File: src/sv/arpc_pkg.sv
package arpc_pkg;

    localparam int TABLE_ENTRIES = 16;
    localparam int IDX_W = $clog2(TABLE_ENTRIES);
    localparam int FIFO_DEPTH = 2;

    typedef enum logic [2:0] {
        OP_LEARN  = 3'd0,
        OP_STATIC = 3'd1,
        OP_DELETE = 3'd2,
        OP_LOOKUP = 3'd3,
        OP_TICK   = 3'd4,
        OP_CLEAR  = 3'd5
    } t_op;

    typedef enum logic [1:0] {
        ST_OK        = 2'd0,
        ST_NOT_FOUND = 2'd1,
        ST_FULL      = 2'd2,
        ST_ZERO_MAC  = 2'd3
    } t_status;

    // One classified command handed from the front end to the table engine.
    typedef struct packed {
        logic [2:0]  op;
        logic        zero_mac;
        logic [31:0] ip;
        logic [47:0] mac;
        logic [15:0] ttl;
    } t_cmd;

    typedef struct packed {
        logic [1:0]  status;
        logic [47:0] mac;
        logic [15:0] ttl;
    } t_result;

endpackage

File: src/sv/arpc_front.sv
module arpc_front (
    input  logic                  i_clk,
    input  logic                  i_rst_n,
    input  logic                  i_valid,
    output logic                  o_ready,
    input  logic [2:0]            i_op,
    input  logic [31:0]           i_ip,
    input  logic [47:0]           i_mac,
    input  logic [15:0]           i_ttl,
    output logic                  o_cmd_valid,
    input  logic                  i_cmd_ready,
    output arpc_pkg::t_cmd        o_cmd
);
    import arpc_pkg::*;

    localparam int PTR_W = $clog2(FIFO_DEPTH);

    t_cmd             r_mem [FIFO_DEPTH];
    logic [PTR_W-1:0] r_wr, r_rd;
    logic [PTR_W:0]   r_cnt;
    logic             push, pop;
    t_cmd             cmd;

    always_comb begin
        cmd.op       = i_op;
        cmd.zero_mac = (i_mac == 48'd0);
        cmd.ip       = i_ip;
        cmd.mac      = i_mac;
        cmd.ttl      = i_ttl;
    end

    assign o_ready     = (r_cnt != (PTR_W+1)'(FIFO_DEPTH));
    assign o_cmd_valid = (r_cnt != '0);
    assign o_cmd       = r_mem[r_rd];
    assign push        = i_valid && o_ready;
    assign pop         = o_cmd_valid && i_cmd_ready;

    always_ff @(posedge i_clk) begin
        if (push) begin
            r_mem[r_wr] <= cmd;
        end
        if (!i_rst_n) begin
            r_wr  <= '0;
            r_rd  <= '0;
            r_cnt <= '0;
        end else begin
            if (push) r_wr <= r_wr + 1'b1;
            if (pop)  r_rd <= r_rd + 1'b1;
            r_cnt <= r_cnt + (PTR_W+1)'(push) - (PTR_W+1)'(pop);
        end
    end

`ifndef SYNTHESIS
    a_cnt_range: assert property (@(posedge i_clk) disable iff (!i_rst_n)
        r_cnt <= (PTR_W+1)'(FIFO_DEPTH)) else $error("queue count overflow");
    a_cnt_step: assert property (@(posedge i_clk) disable iff (!i_rst_n)
        (push && !pop) |=> r_cnt == $past(r_cnt) + 1'b1) else $error("queue push lost");
    a_empty_pop: assert property (@(posedge i_clk) disable iff (!i_rst_n)
        (r_cnt == '0) |-> !pop) else $error("pop from empty queue");
`endif

endmodule

File: src/sv/arpc_engine.sv
module arpc_engine (
    input  logic                  i_clk,
    input  logic                  i_rst_n,
    input  logic                  i_cfg_we,
    input  logic [15:0]           i_cfg_data,
    input  logic                  i_cmd_valid,
    output logic                  o_cmd_ready,
    input  arpc_pkg::t_cmd        i_cmd,
    output logic                  o_res_valid,
    input  logic                  i_res_ready,
    output arpc_pkg::t_result     o_res
);
    import arpc_pkg::*;

    logic [TABLE_ENTRIES-1:0] r_valid;
    logic [31:0]              r_ip  [TABLE_ENTRIES];
    logic [47:0]              r_mac [TABLE_ENTRIES];
    logic [15:0]              r_ttl [TABLE_ENTRIES];
    logic [15:0]              r_dttl;

    // Match stage registers.
    logic                     r_s1;
    t_cmd                     r_cmd;
    logic [TABLE_ENTRIES-1:0] r_hit;
    logic [TABLE_ENTRIES-1:0] r_free;
    logic                     r_busy;

    logic                     r_out_v;
    t_result                  r_out;

    logic [TABLE_ENTRIES-1:0] hit_vec;
    logic                     take;
    logic                     any_hit, any_free;
    logic [IDX_W-1:0]         hit_idx, free_idx;
    t_result                  res;

    always_comb begin
        for (int i = 0; i < TABLE_ENTRIES; i++) begin
            hit_vec[i] = r_valid[i] && (r_ip[i] == i_cmd.ip);
        end
    end

    // One command in flight: accept only when nothing is pending or waiting.
    assign o_cmd_ready = !r_busy && !r_out_v;
    assign take        = i_cmd_valid && o_cmd_ready;

    always_comb begin
        any_hit  = 1'b0;
        hit_idx  = '0;
        any_free = 1'b0;
        free_idx = '0;
        for (int i = TABLE_ENTRIES-1; i >= 0; i--) begin
            if (r_hit[i]) begin
                any_hit = 1'b1;
                hit_idx = IDX_W'(i);
            end
            if (r_free[i]) begin
                any_free = 1'b1;
                free_idx = IDX_W'(i);
            end
        end
    end

    always_comb begin
        res.status = ST_OK;
        res.mac    = '0;
        res.ttl    = '0;
        case (r_cmd.op)
            OP_LEARN: begin
                if (r_cmd.zero_mac)          res.status = ST_ZERO_MAC;
                else if (!any_hit && !any_free) res.status = ST_FULL;
            end
            OP_STATIC: begin
                if (!any_hit && !any_free) res.status = ST_FULL;
            end
            OP_DELETE: begin
                if (!any_hit) res.status = ST_NOT_FOUND;
            end
            OP_LOOKUP: begin
                if (any_hit) begin
                    res.mac = r_mac[hit_idx];
                    res.ttl = r_ttl[hit_idx];
                end else begin
                    res.status = ST_NOT_FOUND;
                end
            end
            default: ;
        endcase
    end

    assign o_res_valid = r_out_v;
    assign o_res       = r_out;

    always_ff @(posedge i_clk) begin
        if (take) begin
            r_cmd  <= i_cmd;
            r_hit  <= hit_vec;
            r_free <= ~r_valid;
        end
        if (r_s1) begin
            r_out <= res;
            case (r_cmd.op)
                OP_LEARN, OP_STATIC: begin
                    if (!(r_cmd.op == OP_LEARN && r_cmd.zero_mac)) begin
                        if (any_hit) begin
                            r_mac[hit_idx] <= r_cmd.mac;
                            if (r_cmd.op == OP_STATIC) r_ttl[hit_idx] <= r_cmd.ttl;
                        end else if (any_free) begin
                            r_ip[free_idx]  <= r_cmd.ip;
                            r_mac[free_idx] <= r_cmd.mac;
                            r_ttl[free_idx] <= (r_cmd.op == OP_STATIC) ? r_cmd.ttl : r_dttl;
                        end
                    end
                end
                OP_TICK: begin
                    for (int i = 0; i < TABLE_ENTRIES; i++) begin
                        if (r_valid[i] && r_ttl[i] != 16'd0) r_ttl[i] <= r_ttl[i] - 16'd1;
                    end
                end
                default: ;
            endcase
        end
        if (!i_rst_n) begin
            r_valid <= '0;
            r_dttl  <= 16'd60;
            r_s1    <= 1'b0;
            r_busy  <= 1'b0;
            r_out_v <= 1'b0;
        end else begin
            if (i_cfg_we) r_dttl <= i_cfg_data;
            r_s1 <= take;
            if (take) r_busy <= 1'b1;
            else if (r_s1) r_busy <= 1'b0;
            if (r_s1) r_out_v <= 1'b1;
            else if (i_res_ready) r_out_v <= 1'b0;
            if (r_s1) begin
                case (r_cmd.op)
                    OP_LEARN, OP_STATIC: begin
                        if (!(r_cmd.op == OP_LEARN && r_cmd.zero_mac) && !any_hit
                                && any_free) begin
                            r_valid[free_idx] <= 1'b1;
                        end
                    end
                    OP_DELETE: begin
                        if (any_hit) r_valid[hit_idx] <= 1'b0;
                    end
                    OP_TICK: begin
                        for (int i = 0; i < TABLE_ENTRIES; i++) begin
                            if (r_ttl[i] <= 16'd1) r_valid[i] <= 1'b0;
                        end
                    end
                    OP_CLEAR: r_valid <= '0;
                    default: ;
                endcase
            end
        end
    end

`ifndef SYNTHESIS
    a_one_hit: assert property (@(posedge i_clk) disable iff (!i_rst_n)
        r_s1 |-> $onehot0(r_hit)) else $error("duplicate address in table");
    a_s1_busy: assert property (@(posedge i_clk) disable iff (!i_rst_n)
        r_s1 |-> r_busy) else $error("match stage without busy");
    a_no_take_busy: assert property (@(posedge i_clk) disable iff (!i_rst_n)
        r_busy |-> !take) else $error("command accepted while busy");
    a_clear: assert property (@(posedge i_clk) disable iff (!i_rst_n)
        (r_s1 && r_cmd.op == OP_CLEAR) |=> r_valid == '0) else $error("clear failed");
`endif

endmodule

File: src/sv/arp_cache_with_ttl_aging.sv
// ARP cache of 16 IPv4-to-MAC entries with per-entry lifetime in ticks. Each
// input beat carries one operation (learned add, static add, delete, lookup,
// tick, clear) and yields exactly one output beat with a status and, on a
// lookup hit, the stored MAC and remaining TTL. A front end queues up to two
// beats and hands them to the table engine one at a time. The engine compares
// the address against all entries in the cycle that it takes a beat,
// commits the update and registers the result in the next cycle, and presents
// the result beat in the cycle after that. The engine holds one operation at a
// time and takes no new beat until its result beat has been accepted. Learned
// adds with an all-zero MAC are ignored, and a new entry with no free slot is
// refused with a table-full status. default_ttl resets to 60; the user must
// write it through i_cfg_we only while the block is idle, which the block
// itself does not enforce.
module arp_cache_with_ttl_aging (
    input  logic         i_clk,
    input  logic         i_rst_n,
    input  logic         i_cfg_we,
    input  logic [15:0]  i_cfg_data,
    input  logic         s_axis_tvalid,
    output logic         s_axis_tready,
    // operation[2:0], ip_address[34:3], mac_address[82:35], ttl_value[98:83], zero pad
    input  logic [103:0] s_axis_tdata,
    output logic         m_axis_tvalid,
    input  logic         m_axis_tready,
    // status[1:0], found_mac[49:2], found_ttl[65:50], zero pad
    output logic [71:0]  m_axis_tdata
);
    import arpc_pkg::*;

    t_cmd    cmd;
    logic    cmd_valid, cmd_ready;
    t_result res;

    arpc_front u_front (
        .i_clk       (i_clk),
        .i_rst_n     (i_rst_n),
        .i_valid     (s_axis_tvalid),
        .o_ready     (s_axis_tready),
        .i_op        (s_axis_tdata[2:0]),
        .i_ip        (s_axis_tdata[34:3]),
        .i_mac       (s_axis_tdata[82:35]),
        .i_ttl       (s_axis_tdata[98:83]),
        .o_cmd_valid (cmd_valid),
        .i_cmd_ready (cmd_ready),
        .o_cmd       (cmd)
    );

    arpc_engine u_engine (
        .i_clk       (i_clk),
        .i_rst_n     (i_rst_n),
        .i_cfg_we    (i_cfg_we),
        .i_cfg_data  (i_cfg_data),
        .i_cmd_valid (cmd_valid),
        .o_cmd_ready (cmd_ready),
        .i_cmd       (cmd),
        .o_res_valid (m_axis_tvalid),
        .i_res_ready (m_axis_tready),
        .o_res       (res)
    );

    assign m_axis_tdata = {6'd0, res.ttl, res.mac, res.status};

endmodule
File: config.mk
export PLATFORM = sky130hd
export DESIGN_NAME = arp_cache_with_ttl_aging
export DESIGN_NICKNAME = d
export VERILOG_FILES = /design/src/sv/arpc_pkg.sv /design/src/sv/arpc_front.sv /design/src/sv/arpc_engine.sv /design/src/sv/arp_cache_with_ttl_aging.sv
export SDC_FILE = /design/constraint.sdc
export NUM_CORES = 2
export LEC_CHECK = 0
export BUFFER_PORTS_ARGS = -buffer_cell sky130_fd_sc_hd__buf_2
export CORE_MARGIN = 2
export CORE_UTILIZATION = 45
export DETAILED_ROUTE_END_ITERATION = 7
export HOLD_SLACK_MARGIN = 0.1
export MAX_ROUTING_LAYER = met4
export PLACE_DENSITY_LB_ADDON = 0.25
export REMOVE_ABC_BUFFERS = 1
export SLEW_MARGIN = 5
export SYNTH_ARGS = -nofsm -noshare
export SYNTH_HDL_FRONTEND = slang
export SYNTH_SLANG_ARGS = --single-unit
File: constraint.sdc
create_clock -name i_clk -period 16.4 [get_ports i_clk]
set_input_delay 3.28 -clock i_clk [delete_from_list [all_inputs] [get_ports i_clk]]
set_output_delay 3.28 -clock i_clk [all_outputs]
set_load 0.05 [all_outputs]
* Word level (Yosys, flattened, before mapping)
Memory sizes are Yosys's and may differ from the RTL's. A register that Yosys moved wholly into a read port is not among the register bits.
Index checks and enable logic that the tools add are counted.
** Cells by class
- Add/sub/neg operators :: 20
- $lt $le $gt $ge :: 20
- Eq/ne operators :: 40
- Mux-type cells :: 190
- Bitwise logic cells :: 4
- Reduce and logical (&&, ||, !) cells :: 92
** Operators by type and width (number)
- $eq A32 B32 Y1 :: 16
- $le A16 B1 Y1 const B :: 16
- $reduce_bool A16 Y1 :: 16
- $sub A16 B1 Y16 const B :: 16
- $mux W1 :: 143
- $mux W4 :: 35
- $mux W16 :: 5
- $reduce_and A5 Y1 :: 16
- $pmux W16 S4 :: 1
- $logic_not A48 Y1 :: 1
- $mux W48 :: 1
- $reduce_or A48 Y1 :: 1
- $logic_and A1 B1 Y1 :: 41
- $ne A2 B1 Y1 const B :: 18
- $not A16 Y16 :: 2
- $reduce_or A16 Y1 :: 2
- $and A16 B16 Y16 :: 1
- $or A16 B16 Y16 :: 1
- $lt A4 B5 Y1 const B :: 2
- $demux W1 S4 :: 2
- $ge A4 B1 Y1 const B :: 2
- $logic_not A1 Y1 :: 7
- $eq A3 B2 Y1 const B :: 2
- $eq A3 B3 Y1 const B :: 2
- other kinds (12) :: 17
** Word-level totals
- Register bits after elaboration :: 173
- Bits in writable memories :: 1736
- Input bits :: 125
- Output and inout bits :: 74
- Logic and storage cells :: 401
- Memories kept :: 4
** Memories
- u_engine.r_mac :: depth 16, width 48, read ports 1, clocked after memory_dff 1, write ports 1, line arpc_engine.sv:17 : logic [47:0] r_mac [TABLE_ENTRIES];
- u_engine.r_ip :: depth 16, width 32, read ports 16, clocked after memory_dff 0, write ports 1, line arpc_engine.sv:16 : logic [31:0] r_ip [TABLE_ENTRIES];
- u_engine.r_ttl :: depth 16, width 16, read ports 17, clocked after memory_dff 1, write ports 16, line arpc_engine.sv:18 : logic [15:0] r_ttl [TABLE_ENTRIES];
- u_front.r_mem :: depth 2, width 100, read ports 1, clocked after memory_dff 1, write ports 1, line arpc_front.sv:18 : t_cmd r_mem [FIFO_DEPTH];

* Logic depth before layout (Yosys ltp)
- Depth after elaboration :: 25
- Depth in mapped cells :: 11

* Modules after synthesis
From an unflattened synthesis, not the netlist that was laid out.
** Unflattened totals
- Cell total of the unflattened synthesis :: 6259
- Area, all modules :: 85047.8 um^2
** By module, submodules not included
- arpc_engine :: times used 1, cells each 5896, area each 77010.1 um^2
- arpc_front :: times used 1, cells each 356, area each 7988.9 um^2
- arp_cache_with_ttl_aging :: times used 1, cells each 7, area each 48.8 um^2

* Worst setup path after synthesis
Ideal clock, no wire load.
- Path kind :: flip-flop to flip-flop
- Start :: reg u_engine.r_out_v (netlist: u_engine.o_res_valid)
- End :: reg u_front.r_cnt[1]
- Setup time :: 0.128 ns
- Data arrival time :: 11.559 ns
- Setup slack :: 4.713 ns
- Cell stages (with the launch flop) :: 8
- Path buffers :: 0
- Cell sequence :: dfxtp_1 nor3_1 ha_1 inv_1 ha_1 xor2_1 xnor2_1 nor2_1
** On the way
- Cells in the longest elaborated chain, start to end :: 4
** Ends and longest elaborated chain
- start, declared :: line arpc_engine.sv:28 : logic r_out_v;
- start signal, assigned :: line arpc_engine.sv:128 : r_out_v <= 1'b0;
- start signal, assigned :: line arpc_engine.sv:134 : if (r_s1) r_out_v <= 1'b1;
- start signal, assigned :: line arpc_engine.sv:135 : else if (i_res_ready) r_out_v <= 1'b0;
- $logic_not A1 Y1 :: line arpc_engine.sv:44 : assign o_cmd_ready = !r_busy && !r_out_v;
- $logic_and A1 B1 Y1 :: line arpc_engine.sv:44
- $logic_and A1 B1 Y1
- named net u_engine.take :: line arpc_engine.sv:32 : logic take;
- $sub A2 B1 Y2 :: line arpc_front.sv:49 : r_cnt <= r_cnt + (PTR_W+1)'(push) - (PTR_W+1)'(pop);
- end signal, assigned :: line arpc_front.sv:49
- end, declared :: line arpc_front.sv:20 : logic [PTR_W:0] r_cnt;
The timed path passes the listed nets, and every way through them passes these cells.
A chain may end at the register's enable or synchronous reset.

* Final worst setup path
- Start :: reg u_engine.r_hit[9]
- End :: reg u_engine.r_out, in the netlist u_engine.o_res[3], data pin
** On the way
- Cells in the longest elaborated chain, start to end :: 12
** Ends and longest elaborated chain
- start, declared :: line arpc_engine.sv:24 : logic [TABLE_ENTRIES-1:0] r_hit;
- start signal, assigned :: line arpc_engine.sv:97 : r_hit <= hit_vec;
- $mux W1 (10 in series) :: line arpc_engine.sv:53 : if (r_hit[i]) begin
- $reduce_and A2 Y1 (no source line)
- $logic_not A1 Y1 (no source line)
- end signal, assigned :: line arpc_engine.sv:101 : r_out <= res;
- end, declared :: line arpc_engine.sv:29 : t_result r_out;
Parallel ways exist; a longest one is shown, timed or not.

==> impl_metrics.yaml <==
grt:
  antenna_found_initial: 5
  track_usage: 0.262
  grt_max_degree: 104
  grt_pass1_wl_microns: 349000
  grt-ovfl-total: 0
  grt_pass1_vias: 47800
floorplan:
  die_y_microns: 438
  core_area_sq_um: 187000
  start_util: 0.452
  die_area_sq_um: 191000
  die_w_microns: 438
  rows: 159
  ios: 199
worst_setup_path:
  cp_num_buf_inv: 3
  cpMaxStageDelayCell: "a2111oi_0"
  crit_arrival_ps: 6520
  cp.required_ps: 16920
  worstPathMaxFanout: 46
  cp-start-kind: "flop"
  crit_type: "reg -> reg"
  cpMostUsedCell: "buf_4"
  critPathMaxStageDelay_ps: 1200
  path_delay_family: "buffers and inverters"
  endpoint_kind: "flop"
  crit_chain: "nor4_1 -> o21ai_1 -> o211a_4 -> nor2_4 -> buf_4 -> buf_4 -> buf_4 -> mux2_2 -> a2111oi_0 -> nand4_1"
hold_path:
  hp-class: "reg -> reg"
cells_and_area:
  fin_nets: 6015
  layout_common_cells: "edfxtp_1, xor2_1, mux2i_1"
  multiInputGateArea_sq_um: 24900
  fillers: 15400
  final_cells: 8505
  final_layout_size_suffix_gt1_frac: 0.145
  syn_to_final_growth_pct: 12.9
  ff_latch_area_sq_um: 58900
  final_common_cell: "edfxtp_1"
logic_synthesis:
  async_reset_ff_frac: 0
  synth-compound-area-share: 0.0548
  synth_top_area_share: 0.686
  synth_top_family_by_area: "multiplexers"
  ys_ff_latch: 1974
  synthTopCellsByArea: "edfxtp_1, mux2i_1, xor2_1"
  synth_largest_area_cell: "edfxtp_1"
  yosys.area_share.simple: 0.0737
  synthCells: 5578
  synth_adder_area_share: 0.00739
  synthFlopType: "edfxtp_1"
  avgSynthCellArea_sq_um: 15.2
  synth_edf_count: 1934
  synth-xor-area-share: 0.0743
  yosysWarningCount: 0
  synth_area_sq_um: 84600
  ys_seq_area_frac: 0.696
  synthDistinctLibCells: 89
  synth.mux.area_fraction: 0.0747
drt:
  ant_nets: 0
  wl_per_cell_microns: 29.2
  vias_per_cell: 5.93
  num_vias: 50500
  first_iter_violations: 6375
  wl_microns: 249000
  drt-pass1-iter-count: 6
  drc: 0
run_status:
  status: "completed"
sta:
  fmax_ghz: 0.167
  finalHoldViolCount: 0
  maxSlewHeadroom: 0.0411
  worst_pin_slew_ps: 1400
  slew_viol_final: 0
  skew_ps: 32.0
  setup_violations: 0
  period_needed_ps: 6000
  rsz0062_at_grt: "false"
  setup-tns-final_ps: 0
  finalCritPeriodShare: 0.366
power:
  swShare: 0.331
  p_comb_frac: 0.216
  power.internal_uw: 9760
  seqPwrFrac: 0.481
  ir_drop_uv: 179
  p_per_area_nw_per_um2: 153
  p_leak_uw: 0.0309
  p_switching_uw: 4830
  clockPowerShare: 0.303
place:
  post-dp-hpwl_microns: 143000
  io_buffer_count: 187
  placed_cells: 8134
  place_congestion: 0.972
clocking:
  clock_latency_ps: 860
  cts_made_buffers: 199
  clockBufferDepth: 3
  postCtsSetupBuffers: 0
  clkSinkCount: 1974
  cts_tree: "built"
  cts_root_buffer: "clkbuf_16"
  ctsResizeCount: 0
  clkTransAtPathRegs_ps: 60
  ctsHoldBuffers: 0
  htreeDepth: 4
run:
  timing.max_cap.violations: 0
==> final timing paths <==
path,from,endpoint,slack (ps),depth (start not counted)
hold / removal,u_engine.r_busy,u_engine.r_s1,490,1
setup reg to reg,u_engine.r_hit[9],u_engine.o_res[3],10400,10
setup / recovery,u_engine.r_hit[9],u_engine.o_res[3],10400,10
hold reg to reg,u_engine.r_busy,u_engine.r_s1,490,1
==> sequential cells by signal, summed over array words and instances (netlist names), named ones only <==
| name | cells |
|---|---|
| u_engine.r_hit | 16 |
| u_engine.r_valid | 16 |
| u_front.r_rd | 1 |
| u_engine.r_free | 16 |
| u_engine.r_dttl | 16 |
| u_engine.r_cmd | 100 |
| u_engine.o_res_valid | 1 |
| u_front.r_cnt | 2 |
| u_engine.r_mac | 768 |
| u_front.r_mem | 200 |
| u_engine.r_s1 | 1 |
| u_engine.r_busy | 1 |
| u_front.r_wr | 1 |
| u_engine.o_res | 66 |
| u_engine.r_ip | 512 |
| u_engine.r_ttl | 256 |
==> metrics by stage <==
| step | power, uW | util | cell area, sq um | hold WS (ps) | setup WS (ps) |
|---|---|---|---|---|---|
| final | 14600 | 0.510 | 95500 | 487 | 10400 |
| after global routing | 15000 | 0.510 | 95500 | 517 | 10290 |
| after CTS | 14600 | 0.510 | 95500 | 485 | 10430 |
| after detailed placement | 10200 | 0.477 | 89300 | 470 | 10430 |
| after global placement | 10200 | 0.477 | 89300 | 454 | 10630 |
| after floorplan | 8750 | - | 83400 | 427 | 4700 |
==> synthesized netlist by cell type, types with 61 or more instances <==
cell type / number
buf_2: 102
xor2_1: 501
mux2i_1: 439
edfxtp_1: 1934
nor3_1: 73
or4_1: 61
nor4_1: 123
nand3_1: 132
mux2_2: 122
a21oi_1: 108
nor2_1: 211
o21ai_0: 132
nand2_1: 273
inv_1: 99
nand4_1: 146
xnor2_1: 217
clkbuf_1: 117
==> power by group through the flow <==
stage | clock, uW | combinational [uW] | sequential, uW
5_1_grt | 4660 | 3290 | 7050
4_1_cts | 4470 | 3130 | 7010
6_report | 4420 | 3150 | 7020
3_5_place_dp | 0 | 3120 | 7110
2_1_floorplan | 0 | 1810 | 6940
3_3_place_gp | 0 | 3070 | 7090
==> kinds of logic after synthesis <==
kind of cell | count (synthesis)
DFF | 1974
and+or+nand+nor | 1188
xor gates and xnor gates | 718
AOI/OAI and AO/OA | 676
muxes | 601
buffers and inverters | 370
adders and majority gates | 50
other | 1
==> layout make-up <==
class / count / area share
antenna: 1 / 0.0000262
clock buffer: 251 / 0.0545
clock inverter: 119 / 0.0111
inverter: 99 / 0.00389
multi-input combinational: 3239 / 0.260
sequential: 1974 / 0.616
tap: 2495 / 0.0327
timing repair buffer: 327 / 0.0211
==> routing by layer <==
layer	vias to the layer above	share of wire	track usage
met3	478	0.083	0.0424
li1	21900	-	-
met4	0	0.044	0.108
met1	25700	0.40	0.346
met2	2367	0.47	0.406
met5	-	0	-
Note: power is estimated with default switching activity, not from simulation.
